===== src/hdl/sha1d_pkg.sv =====
// sha1d_pkg: shared types, constants and command/status structs for the SHA-1 digest unit.
// No dependencies; compiled first.
package sha1d_pkg;

    localparam int unsigned CHAIN_WORDS = 5;

    typedef logic [31:0]                   t_word;
    typedef logic [CHAIN_WORDS-1:0][31:0]  t_chain;   // index 0 is H0
    typedef logic [5:0]                    t_pos;     // byte position in the block
    typedef logic [6:0]                    t_round;
    typedef logic [2:0]                    t_widx;

    localparam t_chain CHAIN_INIT = {32'hC3D2E1F0, 32'h10325476, 32'h98BADCFE,
                                     32'hEFCDAB89, 32'h67452301};

    localparam t_word K_0 = 32'h5A827999;
    localparam t_word K_1 = 32'h6ED9EBA1;
    localparam t_word K_2 = 32'h8F1BBCDC;
    localparam t_word K_3 = 32'hCA62C1D6;

    localparam t_round ROUND_SCHED = 7'd16;
    localparam t_round ROUND_20    = 7'd20;
    localparam t_round ROUND_40    = 7'd40;
    localparam t_round ROUND_60    = 7'd60;
    localparam t_round ROUND_LAST  = 7'd79;

    localparam t_pos       POS_LAST  = 6'd63;
    localparam t_pos       POS_LEN   = 6'd56;
    localparam logic [7:0] PAD_MARK  = 8'h80;
    localparam t_widx      WORD_LAST = 3'd4;

    typedef enum logic [2:0] {
        ST_IDLE,
        ST_MARK,
        ST_PAD,
        ST_ROUND,
        ST_FOLD,
        ST_DONE
    } t_state;

    typedef enum logic [1:0] {
        AFT_IDLE,
        AFT_MARK,
        AFT_PAD,
        AFT_OUT
    } t_after;

    typedef enum logic [1:0] {
        SH_MSG,
        SH_MARK,
        SH_ZERO,
        SH_LEN
    } t_shsel;

    typedef struct packed {
        logic   shift_en;
        t_shsel shift_sel;
        logic   load_work;
        logic   round_en;
        t_round round;
        logic   fold;
        logic   clear;
    } t_dp_cmd;

    typedef struct packed {
        t_pos pos;
    } t_dp_sts;

endpackage


===== src/hdl/sha1d_if.sv =====
// sha1d_if: valid/ready channel interfaces for message bytes in and digest words out.
// Depends on sha1d_pkg for the digest word types.
interface sha1d_byte_if ();
    logic       valid;
    logic       ready;
    logic [7:0] data_byte;
    logic       byte_present;
    logic       last_byte;

    modport source (output valid, data_byte, byte_present, last_byte, input ready);
    modport sink   (input valid, data_byte, byte_present, last_byte, output ready);
endinterface

interface sha1d_word_if import sha1d_pkg::*; ();
    logic  valid;
    logic  ready;
    t_word digest_word;
    t_widx word_index;
    logic  last_word;

    modport source (output valid, digest_word, word_index, last_word, input ready);
    modport sink   (input valid, digest_word, word_index, last_word, output ready);
endinterface


===== src/hdl/sha1d_dpath.sv =====
// sha1d_dpath: block shift buffer, message schedule, round logic, chaining words, byte count.
// Depends on sha1d_pkg; driven by sha1d_ctrl commands.
module sha1d_dpath import sha1d_pkg::*; (
    input  logic       i_clk,
    input  logic       i_rst_n,
    input  t_dp_cmd    i_cmd,
    input  logic [7:0] i_data_byte,
    output t_dp_sts    o_sts,
    output t_chain     o_chain
);

    logic [511:0] r_blk;     // word j at [511-32j -: 32], word 0 oldest
    t_chain       r_work;    // a..e at index 0..4
    t_chain       r_chain;
    logic [60:0]  r_cnt;
    t_pos         r_pos;

    t_word       w0, w2, w8, w13, sched, w_t, f, k, a, b, c, d, e, t_sum;
    logic [63:0] len_bits;
    logic [7:0]  len_byte, sh_byte;

    assign w0  = r_blk[511:480];
    assign w2  = r_blk[447:416];
    assign w8  = r_blk[255:224];
    assign w13 = r_blk[95:64];

    assign a = r_work[0];
    assign b = r_work[1];
    assign c = r_work[2];
    assign d = r_work[3];
    assign e = r_work[4];

    assign sched = w13 ^ w8 ^ w2 ^ w0;
    assign w_t   = (i_cmd.round < ROUND_SCHED) ? w0 : {sched[30:0], sched[31]};

    always_comb begin
        if (i_cmd.round < ROUND_20) begin
            f = (b & c) | (~b & d);
            k = K_0;
        end else if (i_cmd.round < ROUND_40) begin
            f = b ^ c ^ d;
            k = K_1;
        end else if (i_cmd.round < ROUND_60) begin
            f = (b & c) | (b & d) | (c & d);
            k = K_2;
        end else begin
            f = b ^ c ^ d;
            k = K_3;
        end
    end

    assign t_sum = {a[26:0], a[31:27]} + f + e + k + w_t;

    // length bytes go out big-endian while pos runs 56..63
    assign len_bits = {r_cnt, 3'b000};
    assign len_byte = len_bits[{~r_pos[2:0], 3'b111} -: 8];

    always_comb begin
        case (i_cmd.shift_sel)
            SH_MSG:  sh_byte = i_data_byte;
            SH_MARK: sh_byte = PAD_MARK;
            SH_ZERO: sh_byte = 8'h00;
            SH_LEN:  sh_byte = len_byte;
            default: sh_byte = 8'h00;
        endcase
    end

    always_ff @(posedge i_clk) begin
        if (!i_rst_n) begin
            r_chain <= CHAIN_INIT;
            r_cnt   <= '0;
            r_pos   <= '0;
        end else if (i_cmd.clear) begin
            r_chain <= CHAIN_INIT;
            r_cnt   <= '0;
            r_pos   <= '0;
        end else begin
            if (i_cmd.fold) begin
                for (int i = 0; i < CHAIN_WORDS; i++) begin
                    r_chain[i] <= r_chain[i] + r_work[i];
                end
            end
            if (i_cmd.shift_en) begin
                r_pos <= r_pos + 6'd1;
                if (i_cmd.shift_sel == SH_MSG) begin
                    r_cnt <= r_cnt + 61'd1;
                end
            end
        end
    end

    always_ff @(posedge i_clk) begin
        if (i_cmd.shift_en) begin
            r_blk <= {r_blk[503:0], sh_byte};
        end else if (i_cmd.round_en) begin
            r_blk <= {r_blk[479:0], w_t};
        end
        if (i_cmd.load_work) begin
            r_work <= r_chain;
        end else if (i_cmd.round_en) begin
            r_work <= {d, c, {b[1:0], b[31:2]}, a, t_sum};
        end
    end

    assign o_sts.pos = r_pos;
    assign o_chain   = r_chain;

endmodule


===== src/hdl/sha1d_ctrl.sv =====
// sha1d_ctrl: sequencer for byte intake, padding, the 80 rounds and digest hand-off.
// Depends on sha1d_pkg; drives sha1d_dpath and the output stage.
module sha1d_ctrl import sha1d_pkg::*; (
    input  logic    i_clk,
    input  logic    i_rst_n,
    input  logic    i_in_valid,
    input  logic    i_byte_present,
    input  logic    i_last_byte,
    input  t_dp_sts i_sts,
    input  logic    i_out_busy,
    output logic    o_in_ready,
    output t_dp_cmd o_cmd,
    output logic    o_dig_load
);

    t_state r_state, n_state;
    t_round r_rnd, n_rnd;
    t_after r_after, n_after;
    logic   r_len_ok, n_len_ok;
    logic   in_acc, pos_last, pos_len;

    assign in_acc   = i_in_valid && (r_state == ST_IDLE);
    assign pos_last = (i_sts.pos == POS_LAST);
    assign pos_len  = (i_sts.pos >= POS_LEN);

    always_comb begin
        n_state  = r_state;
        n_rnd    = r_rnd;
        n_after  = r_after;
        n_len_ok = r_len_ok;
        case (r_state)
            ST_IDLE: begin
                if (in_acc) begin
                    if (i_byte_present && pos_last) begin
                        n_state = ST_ROUND;
                        n_after = i_last_byte ? AFT_MARK : AFT_IDLE;
                    end else if (i_last_byte) begin
                        n_state = ST_MARK;
                    end
                end
            end
            ST_MARK: begin
                if (pos_last) begin
                    n_state  = ST_ROUND;
                    n_after  = AFT_PAD;
                    n_len_ok = 1'b1;
                end else begin
                    n_state  = ST_PAD;
                    n_len_ok = !pos_len;
                end
            end
            ST_PAD: begin
                if (pos_last) begin
                    n_state  = ST_ROUND;
                    n_after  = r_len_ok ? AFT_OUT : AFT_PAD;
                    n_len_ok = 1'b1;
                end
            end
            ST_ROUND: begin
                if (r_rnd == ROUND_LAST) begin
                    n_state = ST_FOLD;
                    n_rnd   = '0;
                end else begin
                    n_rnd = r_rnd + 7'd1;
                end
            end
            ST_FOLD: begin
                case (r_after)
                    AFT_IDLE: n_state = ST_IDLE;
                    AFT_MARK: n_state = ST_MARK;
                    AFT_PAD:  n_state = ST_PAD;
                    AFT_OUT:  n_state = ST_DONE;
                    default:  n_state = ST_IDLE;
                endcase
            end
            ST_DONE: begin
                if (!i_out_busy) begin
                    n_state  = ST_IDLE;
                    n_len_ok = 1'b0;
                end
            end
            default: n_state = ST_IDLE;
        endcase
    end

    always_comb begin
        o_in_ready      = 1'b0;
        o_dig_load      = 1'b0;
        o_cmd           = '0;
        o_cmd.shift_sel = SH_ZERO;
        o_cmd.round     = r_rnd;
        // work regs track the chain whenever no round is running
        o_cmd.load_work = (r_state != ST_ROUND);
        case (r_state)
            ST_IDLE: begin
                o_in_ready      = 1'b1;
                o_cmd.shift_en  = in_acc && i_byte_present;
                o_cmd.shift_sel = SH_MSG;
            end
            ST_MARK: begin
                o_cmd.shift_en  = 1'b1;
                o_cmd.shift_sel = SH_MARK;
            end
            ST_PAD: begin
                o_cmd.shift_en  = 1'b1;
                o_cmd.shift_sel = (r_len_ok && pos_len) ? SH_LEN : SH_ZERO;
            end
            ST_ROUND: begin
                o_cmd.round_en = 1'b1;
            end
            ST_FOLD: begin
                o_cmd.fold = 1'b1;
            end
            ST_DONE: begin
                o_dig_load  = !i_out_busy;
                o_cmd.clear = !i_out_busy;
            end
            default: begin
                o_cmd.load_work = 1'b0;
            end
        endcase
    end

    always_ff @(posedge i_clk) begin
        if (!i_rst_n) begin
            r_state  <= ST_IDLE;
            r_rnd    <= '0;
            r_after  <= AFT_IDLE;
            r_len_ok <= 1'b0;
        end else begin
            r_state  <= n_state;
            r_rnd    <= n_rnd;
            r_after  <= n_after;
            r_len_ok <= n_len_ok;
        end
    end

endmodule


===== src/hdl/sha1d_ostage.sv =====
// sha1d_ostage: digest holding register, streams five words on the output channel.
// Depends on sha1d_pkg and sha1d_word_if.
module sha1d_ostage import sha1d_pkg::*; (
    input  logic   i_clk,
    input  logic   i_rst_n,
    input  logic   i_load,
    input  t_chain i_chain,
    output logic   o_busy,
    sha1d_word_if.source o_out
);

    t_chain r_dig;
    t_widx  r_idx;
    logic   r_busy;

    always_ff @(posedge i_clk) begin
        if (!i_rst_n) begin
            r_busy <= 1'b0;
            r_idx  <= '0;
        end else if (i_load) begin
            r_busy <= 1'b1;
            r_idx  <= '0;
        end else if (r_busy && o_out.ready) begin
            if (r_idx == WORD_LAST) begin
                r_busy <= 1'b0;
                r_idx  <= '0;
            end else begin
                r_idx <= r_idx + 3'd1;
            end
        end
    end

    always_ff @(posedge i_clk) begin
        if (i_load) begin
            r_dig <= i_chain;
        end
    end

    assign o_busy            = r_busy;
    assign o_out.valid       = r_busy;
    assign o_out.digest_word = r_dig[r_idx];
    assign o_out.word_index  = r_idx;
    assign o_out.last_word   = (r_idx == WORD_LAST);

endmodule


===== src/hdl/sha1_digest_unit.sv =====
// sha1_digest_unit: SHA-1 digest of a byte-streamed message, top level.
// Depends on sha1d_pkg, sha1d_if, sha1d_ctrl, sha1d_dpath, sha1d_ostage.
//
//  channel   dir  request carries                        handshake
//  i_in      in   data_byte, byte_present, last_byte    valid/ready
//  o_out     out  digest_word, word_index, last_word    valid/ready
//
// A byte request is taken while the sequencer is idle. Every 64th byte starts a
// compression: the single round unit works through all rounds, then a fold step
// adds the working words into the chaining words; intake waits meanwhile.
// A final request adds a marker byte, fill up to the block end, one or two
// compressions and a hand-off step before the digest appears.
// Reset is synchronous, active low; no clearing pass is needed.
// The five digest words drain from their own register, so the next message
// is taken while a digest is still being read; a second digest waits for it.
module sha1_digest_unit import sha1d_pkg::*; (
    input  logic i_clk,
    input  logic i_rst_n,
    sha1d_byte_if.sink   i_in,
    sha1d_word_if.source o_out
);

    t_dp_cmd dp_cmd;
    t_dp_sts dp_sts;
    t_chain  chain;
    logic    dig_load;
    logic    out_busy;
    logic    in_ready;

    assign i_in.ready = in_ready;

    // sequencer: byte intake, padding, round count, digest hand-off
    sha1d_ctrl u_ctrl (
        .i_clk          (i_clk),
        .i_rst_n        (i_rst_n),
        .i_in_valid     (i_in.valid),
        .i_byte_present (i_in.byte_present),
        .i_last_byte    (i_in.last_byte),
        .i_sts          (dp_sts),
        .i_out_busy     (out_busy),
        .o_in_ready     (in_ready),
        .o_cmd          (dp_cmd),
        .o_dig_load     (dig_load)
    );

    // block buffer doubles as the 16-word schedule window
    sha1d_dpath u_dpath (
        .i_clk       (i_clk),
        .i_rst_n     (i_rst_n),
        .i_cmd       (dp_cmd),
        .i_data_byte (i_in.data_byte),
        .o_sts       (dp_sts),
        .o_chain     (chain)
    );

    sha1d_ostage u_ostage (
        .i_clk   (i_clk),
        .i_rst_n (i_rst_n),
        .i_load  (dig_load),
        .i_chain (chain),
        .o_busy  (out_busy),
        .o_out   (o_out)
    );

    // a new digest never overwrites one still being read out
    a_no_overwrite: assert property (@(posedge i_clk) disable iff (!i_rst_n)
        dig_load |-> !out_busy)
        else $error("digest loaded while output busy");

    // the end of a message always starts padding or compression work, so intake stops
    a_last_blocks: assert property (@(posedge i_clk) disable iff (!i_rst_n)
        (i_in.valid && i_in.ready && i_in.last_byte) |=> !i_in.ready)
        else $error("input taken straight after final request");

    // after the fifth word the channel goes quiet
    a_out_end: assert property (@(posedge i_clk) disable iff (!i_rst_n)
        (o_out.valid && o_out.ready && o_out.last_word) |=> !o_out.valid)
        else $error("output still valid after last word");

    // rounds and byte shifts never share a cycle
    a_shift_round: assert property (@(posedge i_clk) disable iff (!i_rst_n)
        !(dp_cmd.shift_en && dp_cmd.round_en))
        else $error("byte shift during round");

endmodule

===== src/flat_wrapper.sv =====
// flat-port wrapper written by rule: the top's interface ports become plain ports
module sha1_digest_unit_flat import sha1d_pkg::*;
  (i_clk, i_rst_n, i_in_valid, i_in_data_byte, i_in_byte_present, i_in_last_byte, i_in_ready, o_out_valid, o_out_digest_word, o_out_word_index, o_out_last_word, o_out_ready);
  sha1d_byte_if i_in_i ();
  sha1d_word_if o_out_i ();
  input  logic i_clk;
  input  logic i_rst_n;
  input wire logic [$bits(i_in_i.valid)-1:0] i_in_valid;
  input wire logic [$bits(i_in_i.data_byte)-1:0] i_in_data_byte;
  input wire logic [$bits(i_in_i.byte_present)-1:0] i_in_byte_present;
  input wire logic [$bits(i_in_i.last_byte)-1:0] i_in_last_byte;
  output wire logic [$bits(i_in_i.ready)-1:0] i_in_ready;
  output wire logic [$bits(o_out_i.valid)-1:0] o_out_valid;
  output wire logic [$bits(o_out_i.digest_word)-1:0] o_out_digest_word;
  output wire logic [$bits(o_out_i.word_index)-1:0] o_out_word_index;
  output wire logic [$bits(o_out_i.last_word)-1:0] o_out_last_word;
  input wire logic [$bits(o_out_i.ready)-1:0] o_out_ready;
  assign i_in_i.valid = i_in_valid;
  assign i_in_i.data_byte = i_in_data_byte;
  assign i_in_i.byte_present = i_in_byte_present;
  assign i_in_i.last_byte = i_in_last_byte;
  assign i_in_ready = i_in_i.ready;
  assign o_out_valid = o_out_i.valid;
  assign o_out_digest_word = o_out_i.digest_word;
  assign o_out_word_index = o_out_i.word_index;
  assign o_out_last_word = o_out_i.last_word;
  assign o_out_i.ready = o_out_ready;
  sha1_digest_unit u_core (.i_clk(i_clk), .i_rst_n(i_rst_n), .i_in(i_in_i), .o_out(o_out_i));
endmodule

===== config.mk =====
export PLATFORM = sky130hd
export DESIGN_NAME = sha1_digest_unit_flat
export DESIGN_NICKNAME = d
export VERILOG_FILES = /design/src/hdl/sha1d_pkg.sv /design/src/hdl/sha1d_if.sv /design/src/hdl/sha1d_dpath.sv /design/src/hdl/sha1d_ctrl.sv /design/src/hdl/sha1d_ostage.sv /design/src/hdl/sha1_digest_unit.sv /design/src/flat_wrapper.sv
export SDC_FILE = /design/constraint.sdc
export NUM_CORES = 2
export LEC_CHECK = 0
export BUFFER_PORTS_ARGS = -buffer_cell sky130_fd_sc_hd__buf_4
export CORE_AREA = 4 4 368 370
export CTS_CLUSTER_DIAMETER = 200
export DETAILED_ROUTE_END_ITERATION = 6
export DIE_AREA = 0 0 372 374
export HOLD_SLACK_MARGIN = 0.15
export PLACE_DENSITY = 0.65
export SLEW_MARGIN = 30
export SYNTH_ARGS = -nofsm -noshare
export SYNTH_HDL_FRONTEND = slang
export SYNTH_SLANG_ARGS = --single-unit

===== constraint.sdc =====
create_clock -name i_clk -period 19.59 [get_ports i_clk]
set_input_delay 0 -clock i_clk [delete_from_list [all_inputs] [get_ports i_clk]]
set_output_delay 0 -clock i_clk [all_outputs]
set_load 0.01 [all_outputs]

## After elaboration in Yosys (flattened, before gate mapping)

Cells that the tools add are included.

- Add/sub/neg operators: 13
- $lt $le $gt $ge: 6
- Equal/unequal tests: 22
- Shift operators: 1
- Mux-type cells: 46
- Bitwise operators: 15
- Reduce and logical (&&, ||, !) cells: 23

Operators by type and width:

| operator | count |
|---|---|
| 512-bit two-way mux | 2 |
| 160-bit two-way mux | 2 |
| 32-bit adder | 9 |
| 32-bit two-way mux | 7 |
| 32-bit XOR | 5 |
| 32-bit AND | 4 |
| 32-bit binary-select mux with 3-bit select | 1 |
| 32-bit OR | 3 |
| 71-bit by 7-bit variable part select with 8-bit output | 1 |
| 61-bit by 1-bit adder with 61-bit output (second input constant) | 1 |
| 32-bit inverter | 1 |
| 8-bit one-hot mux with 4 select lines | 1 |
| 31-bit two-way mux | 1 |
| 3-bit two-way mux | 7 |
| 3-bit one-hot mux with 6 select lines | 1 |
| 1-bit two-way mux | 15 |
| 7-bit by 5-bit less-than comparator with 1-bit output (second input constant) | 2 |
| 7-bit by 6-bit less-than comparator with 1-bit output (second input constant) | 2 |
| 3-bit one-hot mux with 4 select lines | 1 |
| 2-bit != test (second input constant) | 5 |
| 5-bit AND reduction | 2 |
| 3-bit == test (second input constant) | 3 |
| 3-bit one-hot mux with 3 select lines | 1 |
| 2-bit == test (second input constant) | 4 |
| other kinds (28) | 45 |

- Bits in registers: 1,076
- Output and inout bits: 38

## Depth between registers and ports, before layout

- Depth after elaboration: 12
- Depth in mapped cells: 25
- Depth with buffers taken out: 23

## Cells and area by module

From an unflattened synthesis, not the netlist that was laid out.

- Cell total of the unflattened synthesis: 4,699
- Area total of the unflattened synthesis: 57,717.9 um^2

Modules (own cells, without submodules):

| module | times used | cells each | area an instance (um^2) | sequential area each (um^2) |
|---|---|---|---|---|
| sha1d_dpath | 1 | 4,260 | 50,633.6 | 24,723.7 |
| sha1d_ostage | 1 | 332 | 6,241.0 | 4,884.7 |
| sha1d_ctrl | 1 | 107 | 843.3 | 260.2 |

## Worst setup path before layout

No wires, ideal clock.

- Kind: flip-flop to flip-flop
- From: register u_core.u_ctrl.r_state[0]
- To: register u_core.u_dpath.r_blk[0] (enable)
- Arrival time: 9.811 ns
- Required time: 15.895 ns
- Slack: 6.084 ns
- Stages on the path, launching flop included: 8
- Path buffers: 4
- Clock period less this slack: 13.506 ns
- Path through: dfxtp_1 clkbuf_1 nor2_1 a21o_1 clkbuf_1 clkbuf_1 clkbuf_1 nand2_1

- Cells in the longest elaborated chain, start to end: 5
- Elaborated cells on any way between the ends: 9
- Classes of those cells: eq/ne: 3; mux: 2; reduce/logical: 4

RTL lines:

| item | RTL line | text |
|---|---|---|
| from (decl) | sha1d_ctrl.sv:16 | `t_state r_state, n_state;` |
| from (signal assigned) | sha1d_ctrl.sv:131 | `r_state <= n_state;` |
| 3-bit logical NOT | sha1d_ctrl.sv:22, sha1d_ctrl.sv:94 |  |
| 1-bit logical AND | sha1d_ctrl.sv:22 | `assign in_acc = i_in_valid && (r_state == ST_IDLE);` |
| 1-bit logical AND | sha1d_ctrl.sv:97 | `o_cmd.shift_en = in_acc && i_byte_present;` |
| 3-bit one-hot mux with 3 select lines | sha1d_ctrl.sv:94 | `case (r_state)` |
| 2-bit nonzero test (no source line) * | - |  |
| to (signal assigned) | sha1d_dpath.sv:94 | `r_blk <= {r_blk[503:0], sh_byte};` |
| to (signal assigned) | sha1d_dpath.sv:96 | `r_blk <= {r_blk[479:0], w_t};` |
| to (decl) | sha1d_dpath.sv:12 | `logic [511:0] r_blk;` |

Mark *: on every way between the ends. The rest lies on a longest branch, timed or not.
A chain may end at the register's enable or synchronous reset.

## Worst setup path after layout

- From: register u_core.u_ctrl.r_rnd[5]
- To: register u_core.u_dpath.r_work (netlist bit u_core.u_dpath.a[27]) (data pin)

- Cells in the longest elaborated chain, start to end: 10
- Elaborated cells on any way between the ends: 17
- Classes of those cells: add/sub: 4; order compare: 4; mux: 9

RTL lines:

| item | RTL line | text |
|---|---|---|
| from (decl) | sha1d_ctrl.sv:17 | `t_round r_rnd, n_rnd;` |
| from (signal assigned) | sha1d_ctrl.sv:132 | `r_rnd <= n_rnd;` |
| 7-bit by 6-bit less-than comparator with 1-bit output | sha1d_dpath.sv:43 | `end else if (i_cmd.round < ROUND_60) begin` |
| 32-bit two-way mux | sha1d_dpath.sv:43 |  |
| 32-bit two-way mux | sha1d_dpath.sv:40 | `end else if (i_cmd.round < ROUND_40) begin` |
| 32-bit two-way mux | sha1d_dpath.sv:37 | `if (i_cmd.round < ROUND_20) begin` |
| 32-bit adder (3 in series) | sha1d_dpath.sv:52 | `assign t_sum = {a[26:0], a[31:27]} + f + e + k + w_t;` |
| 32-bit adder * | sha1d_dpath.sv:52 |  |
| 160-bit two-way mux * | sha1d_dpath.sv:100 | `end else if (i_cmd.round_en) begin` |
| 160-bit two-way mux * | sha1d_dpath.sv:98 | `if (i_cmd.load_work) begin` |
| to (signal assigned) | sha1d_dpath.sv:99 | `r_work <= r_chain;` |
| to (signal assigned) | sha1d_dpath.sv:101 | `r_work <= {d, c, {b[1:0], b[31:2]}, a, t_sum};` |
| to (decl) | sha1d_dpath.sv:13 | `t_chain r_work;` |

Mark *: on every way between the ends. The rest lies on a longest branch, timed or not. The select of a mux whose other input is x is not followed.

==> metrics.txt <==
status completed; setup violators final 0; vias roughly 43000; Final Critical Period between 6 and 7 ns; routability cong. a little over 0.9; Final HPWL DP around 100000 microns; CP Depth 25; Synth Area in XOR/XNOR around 4.3%; largest family of logic cells by synthesized area simple AND/OR/NAND/NOR gates; nature of the critical path startpoint register; worst-case vdd ir drop between 0.15 and 0.2 mV; post-CTS setup buffers 0; vias per cell about 5.4; CTS clk-pin slew, worst paths roughly 0.070 ns; Resize count post-CTS 0; Yosys top cell area share a little over two fifths; fin crit share about a third; R2R setup slack about 13 ns; synth-to-layout area growth 10.9%; Reg2Reg Launch Point u_core.u_ctrl.r_rnd[5]; Final Hold Slack 0.201 ns; clock buffer depth 3; Worst path most repeated cell fa_1; Die Span Y approximately 370 microns; post-synthesis adder-cell area fraction under 10%; post-synth top area cell edfxtp_1; Clock Latency Late Sink about 0.77 ns; largest net degree at the start of global routing 250; initial antenna violation count 1; CP Launch Point u_core.u_ctrl.r_rnd[5]; CP bufs+invs 5; Crit path max-delay family compound AO/OA/AOI/OAI gates; wire per inst slightly below 20 microns; H-tree Lvls 3; Final Hold Vio Count 0; asr flop ratio synth 0%; CP max stage cell dfxtp_1; mux cell area share after synthesis under 10%; TritonCTS clock tree yes; CP max stage delay 0.48 ns; Global Route Usage Sum 21.6%; initial core utilization 43.6%; 1st-pass router iterations 5; PwrDens about 160 mW/mm^2; share of post-route cells with drive strength above 1 ~6.3%; die width roughly 370 microns; Worst Tran Pin Value around 1.1 ns; first-pass GRT wire length around 240000 microns; Setup crit end u_core.u_dpath.a[27]; Synth Area per Inst 9.62 sq um; Mapped Cells roughly 6000; final setup TNS 0 ns; Post-Synth Simple-Gate Area approximately a fifth; top_reg_cell synth edfxtp_1; TritonCTS Buffers ~120; Sink Count roughly 1100; Root Buffer clkbuf_16; worst hold path class in2reg; Slew Viols, Final 0; RSZ-0062 raised after global routing no; hold buffers post-CTS 16; CP Class reg2reg; Util after Layout 48.4%; core area approximately 0.13 sq mm; arrival time at the worst endpoint 7.47 ns; Core Rows 134; DR iter-0 viols around 4000; Setup crit end kind register; GRT overflow 0; static leakage 26.7 nW; WP data required roughly 20 ns; R2R Path End u_core.u_dpath.a[27]; distinct cell type count after synthesis 85; Synth Warn # 0; Slew HR a little under a quarter; # nets final 6344; area of the mapped netlist around 0.058 sq mm; post-synthesis compound-gate area fraction a little under a tenth; vias in the first global route around 41000; total wire length roughly 150000 microns; maxcap violations 0; f_max ~140 MHz; I/O pins between 50 and 60; Syn Nets 6381; skew final about 0.046 ns; fill count 12324; # DRC 0; crit path max fanout 36; r2r worst-path depth 25; ANT nets after route 0; Seq cells post-synth between 1000 and 1500; number of synthesized flops with an enable pin about 830; IO Port Bufs between 50 and 60; Die ar. about 0.14 sq mm; top post-synthesis cells by area edfxtp_1 (43%), nand2_1 (14%), dfxtp_1 (8.4%), ha_1 (4.9%), fa_1 (4.3%); post-synthesis sequential area ratio 51.6%
layer usage:
metal  vias up  part of all wire, %  wire length [microns]  global-route usage [%]
met2      1153                   47                  71200                    34.7
met1     20896                   44                  67300                    29.8
met3       254                  5.6                   8460                    3.30
li1      20400                    -                      -                       -
met4         0                  3.5                   5380                    7.56
met5         -                    0                      0                       0
worst reg2reg max path, cell delays in order, from the launching register on:
cell       delay, ns
dfxtp_1         0.48
o21ai_0         0.22
or3_1           0.35
buf_4           0.29
nand2_1         0.12
buf_4           0.36
nor2_1          0.09
a211oi_1        0.31
fa_1            0.46
inv_1           0.08
fa_1            0.44
fa_1            0.47
inv_1           0.07
ha_1            0.17
inv_1           0.06
fa_1            0.41
nor2b_1         0.12
o21ai_0         0.10
a21boi_0        0.36
o221ai_1        0.30
a21oi_1         0.39
o2111ai_1       0.18
a21boi_0        0.34
o21ai_0         0.16
and3_1          0.20
o31ai_1         0.21
area by class of cell:
| cell class | instances | area, sq um | area share, % |
|---|---|---|---|
| sequential | 1076 | 29900 | 46.5 |
| timing repair buffer | 111 | 1000 | 1.56 |
| clock buffer | 151 | 3190 | 4.96 |
| tap | 1768 | 2210 | 3.45 |
| antenna | 1 | 2.50 | 0.00390 |
| multi-input combinational | 4436 | 26200 | 40.8 |
| inverter | 238 | 907 | 1.41 |
| clock inverter | 70 | 817 | 1.27 |
kinds of logic after synthesis:
family / after synthesis
and+or+nand+nor: 2836
adders and majority gates: 351
muxes: 63
xor gates and xnor gates: 286
buffers and inverters: 504
AOI/OAI and AO/OA: 900
DFF: 1076
worst min-delay path by stage:
stage / slack (ns) / end / from / depth (start not counted)
5_1_grt: 0.25 / u_core.u_ostage.o_out.word_index[1] / o_out_ready / 5
6_report: 0.20 / u_core.u_ostage.o_out.word_index[1] / o_out_ready / 5
3_5_place_dp: 0.32 / u_core.u_ostage.o_out.word_index[1] / o_out_ready / 3
4_1_cts: 0.17 / u_core.u_ostage.o_out.word_index[1] / o_out_ready / 5
3_3_place_gp: 0.30 / u_core.u_ostage.o_out.word_index[1] / o_out_ready / 3
2_1_floorplan: 0.16 / u_core.u_ostage.o_out.word_index[1] / o_out_ready / 2
flip-flops by register name (all words and copies together), names as in the netlist:
| name | cells |
|---|---|
| u_core.u_dpath.r_blk | 512 |
| u_core.u_dpath.o_chain | 160 |
| u_core.u_ostage.r_dig | 160 |
| u_core.u_dpath.r_cnt | 61 |
| u_core.u_dpath.a | 32 |
| u_core.u_dpath.b | 32 |
| u_core.u_dpath.c | 32 |
| u_core.u_dpath.d | 32 |
| u_core.u_dpath.e | 32 |
| u_core.u_ctrl.r_rnd | 7 |
| u_core.u_dpath.o_sts | 6 |
| u_core.u_ctrl.r_state | 3 |
| u_core.u_ostage.o_out.word_index | 3 |
| u_core.u_ctrl.r_after | 2 |
| u_core.u_ctrl.r_len_ok | 1 |
| u_core.u_ostage.o_busy | 1 |
cell usage after synthesis (29+ instances only):
| cell | instances |
|---|---|
| dfxtp_1 | 244 |
| xnor2_1 | 195 |
| a211oi_1 | 43 |
| mux4_2 | 45 |
| nand2b_1 | 41 |
| inv_1 | 236 |
| nand2_1 | 2228 |
| nor3_1 | 30 |
| nand3_1 | 62 |
| clkbuf_1 | 248 |
| ha_1 | 226 |
| edfxtp_1 | 832 |
| a21o_1 | 61 |
| o21ai_0 | 267 |
| a21oi_1 | 287 |
| o211ai_1 | 58 |
| nor2_1 | 238 |
| and3_1 | 29 |
| or3_1 | 37 |
| fa_1 | 125 |
| o21a_1 | 32 |
| xor2_1 | 91 |
| nor2b_1 | 64 |
placed cells by master, fill, tap and decap left out, types with 12 or more instances in the layout:
cell type	Yosys	routed
o21ai_1	9	14
o31ai_1	14	14
a31oi_1	19	19
nand2_1	2228	2225
a211oi_1	43	42
buf_4	0	83
nand3_1	62	62
o211ai_1	58	58
nor2b_1	64	63
dfxtp_1	244	242
mux2i_1	18	18
a21oi_1	287	284
o32ai_1	17	17
fa_1	125	125
nor3_1	30	29
mux4_2	45	45
or3_1	37	37
bufinv_16	0	13
nand2b_1	41	41
a21o_1	61	60
clkinv_1	1	12
clkbuf_16	0	118
clkbuf_1	248	22
clkinv_2	0	30
and2_1	17	16
inv_1	236	236
o32a_1	12	12
nand4_1	25	25
ha_1	226	226
edfxtp_1	832	832
nor2_1	238	235
xor2_1	91	91
dlygate4sd3_1	0	16
o21ai_0	267	260
and3_1	29	29
o21bai_1	13	13
o21a_1	32	32
xnor2_1	195	195
power by group:
group | internal, mW | switching [mW]
Clock | 1.33 | 0.969
Combinational | 1.38 | 2.44
Sequential | 3.54 | 0.466
Total | 6.24 | 3.88
metrics by stage:
step	setup WS, ns	std cells	total power, mW	instance area, sq um
3_3_place_gp	12.98	7611	7.75	59900
2_1_floorplan	6.08	6016	7.09	57900
5_1_grt	12.20	7850	10.9	64200
3_5_place_dp	12.79	7611	7.84	60000
6_report	12.68	7851	10.1	64200
4_1_cts	12.79	7848	10.2	64100
No activity file was read; power rests on OpenSTA's default activity.
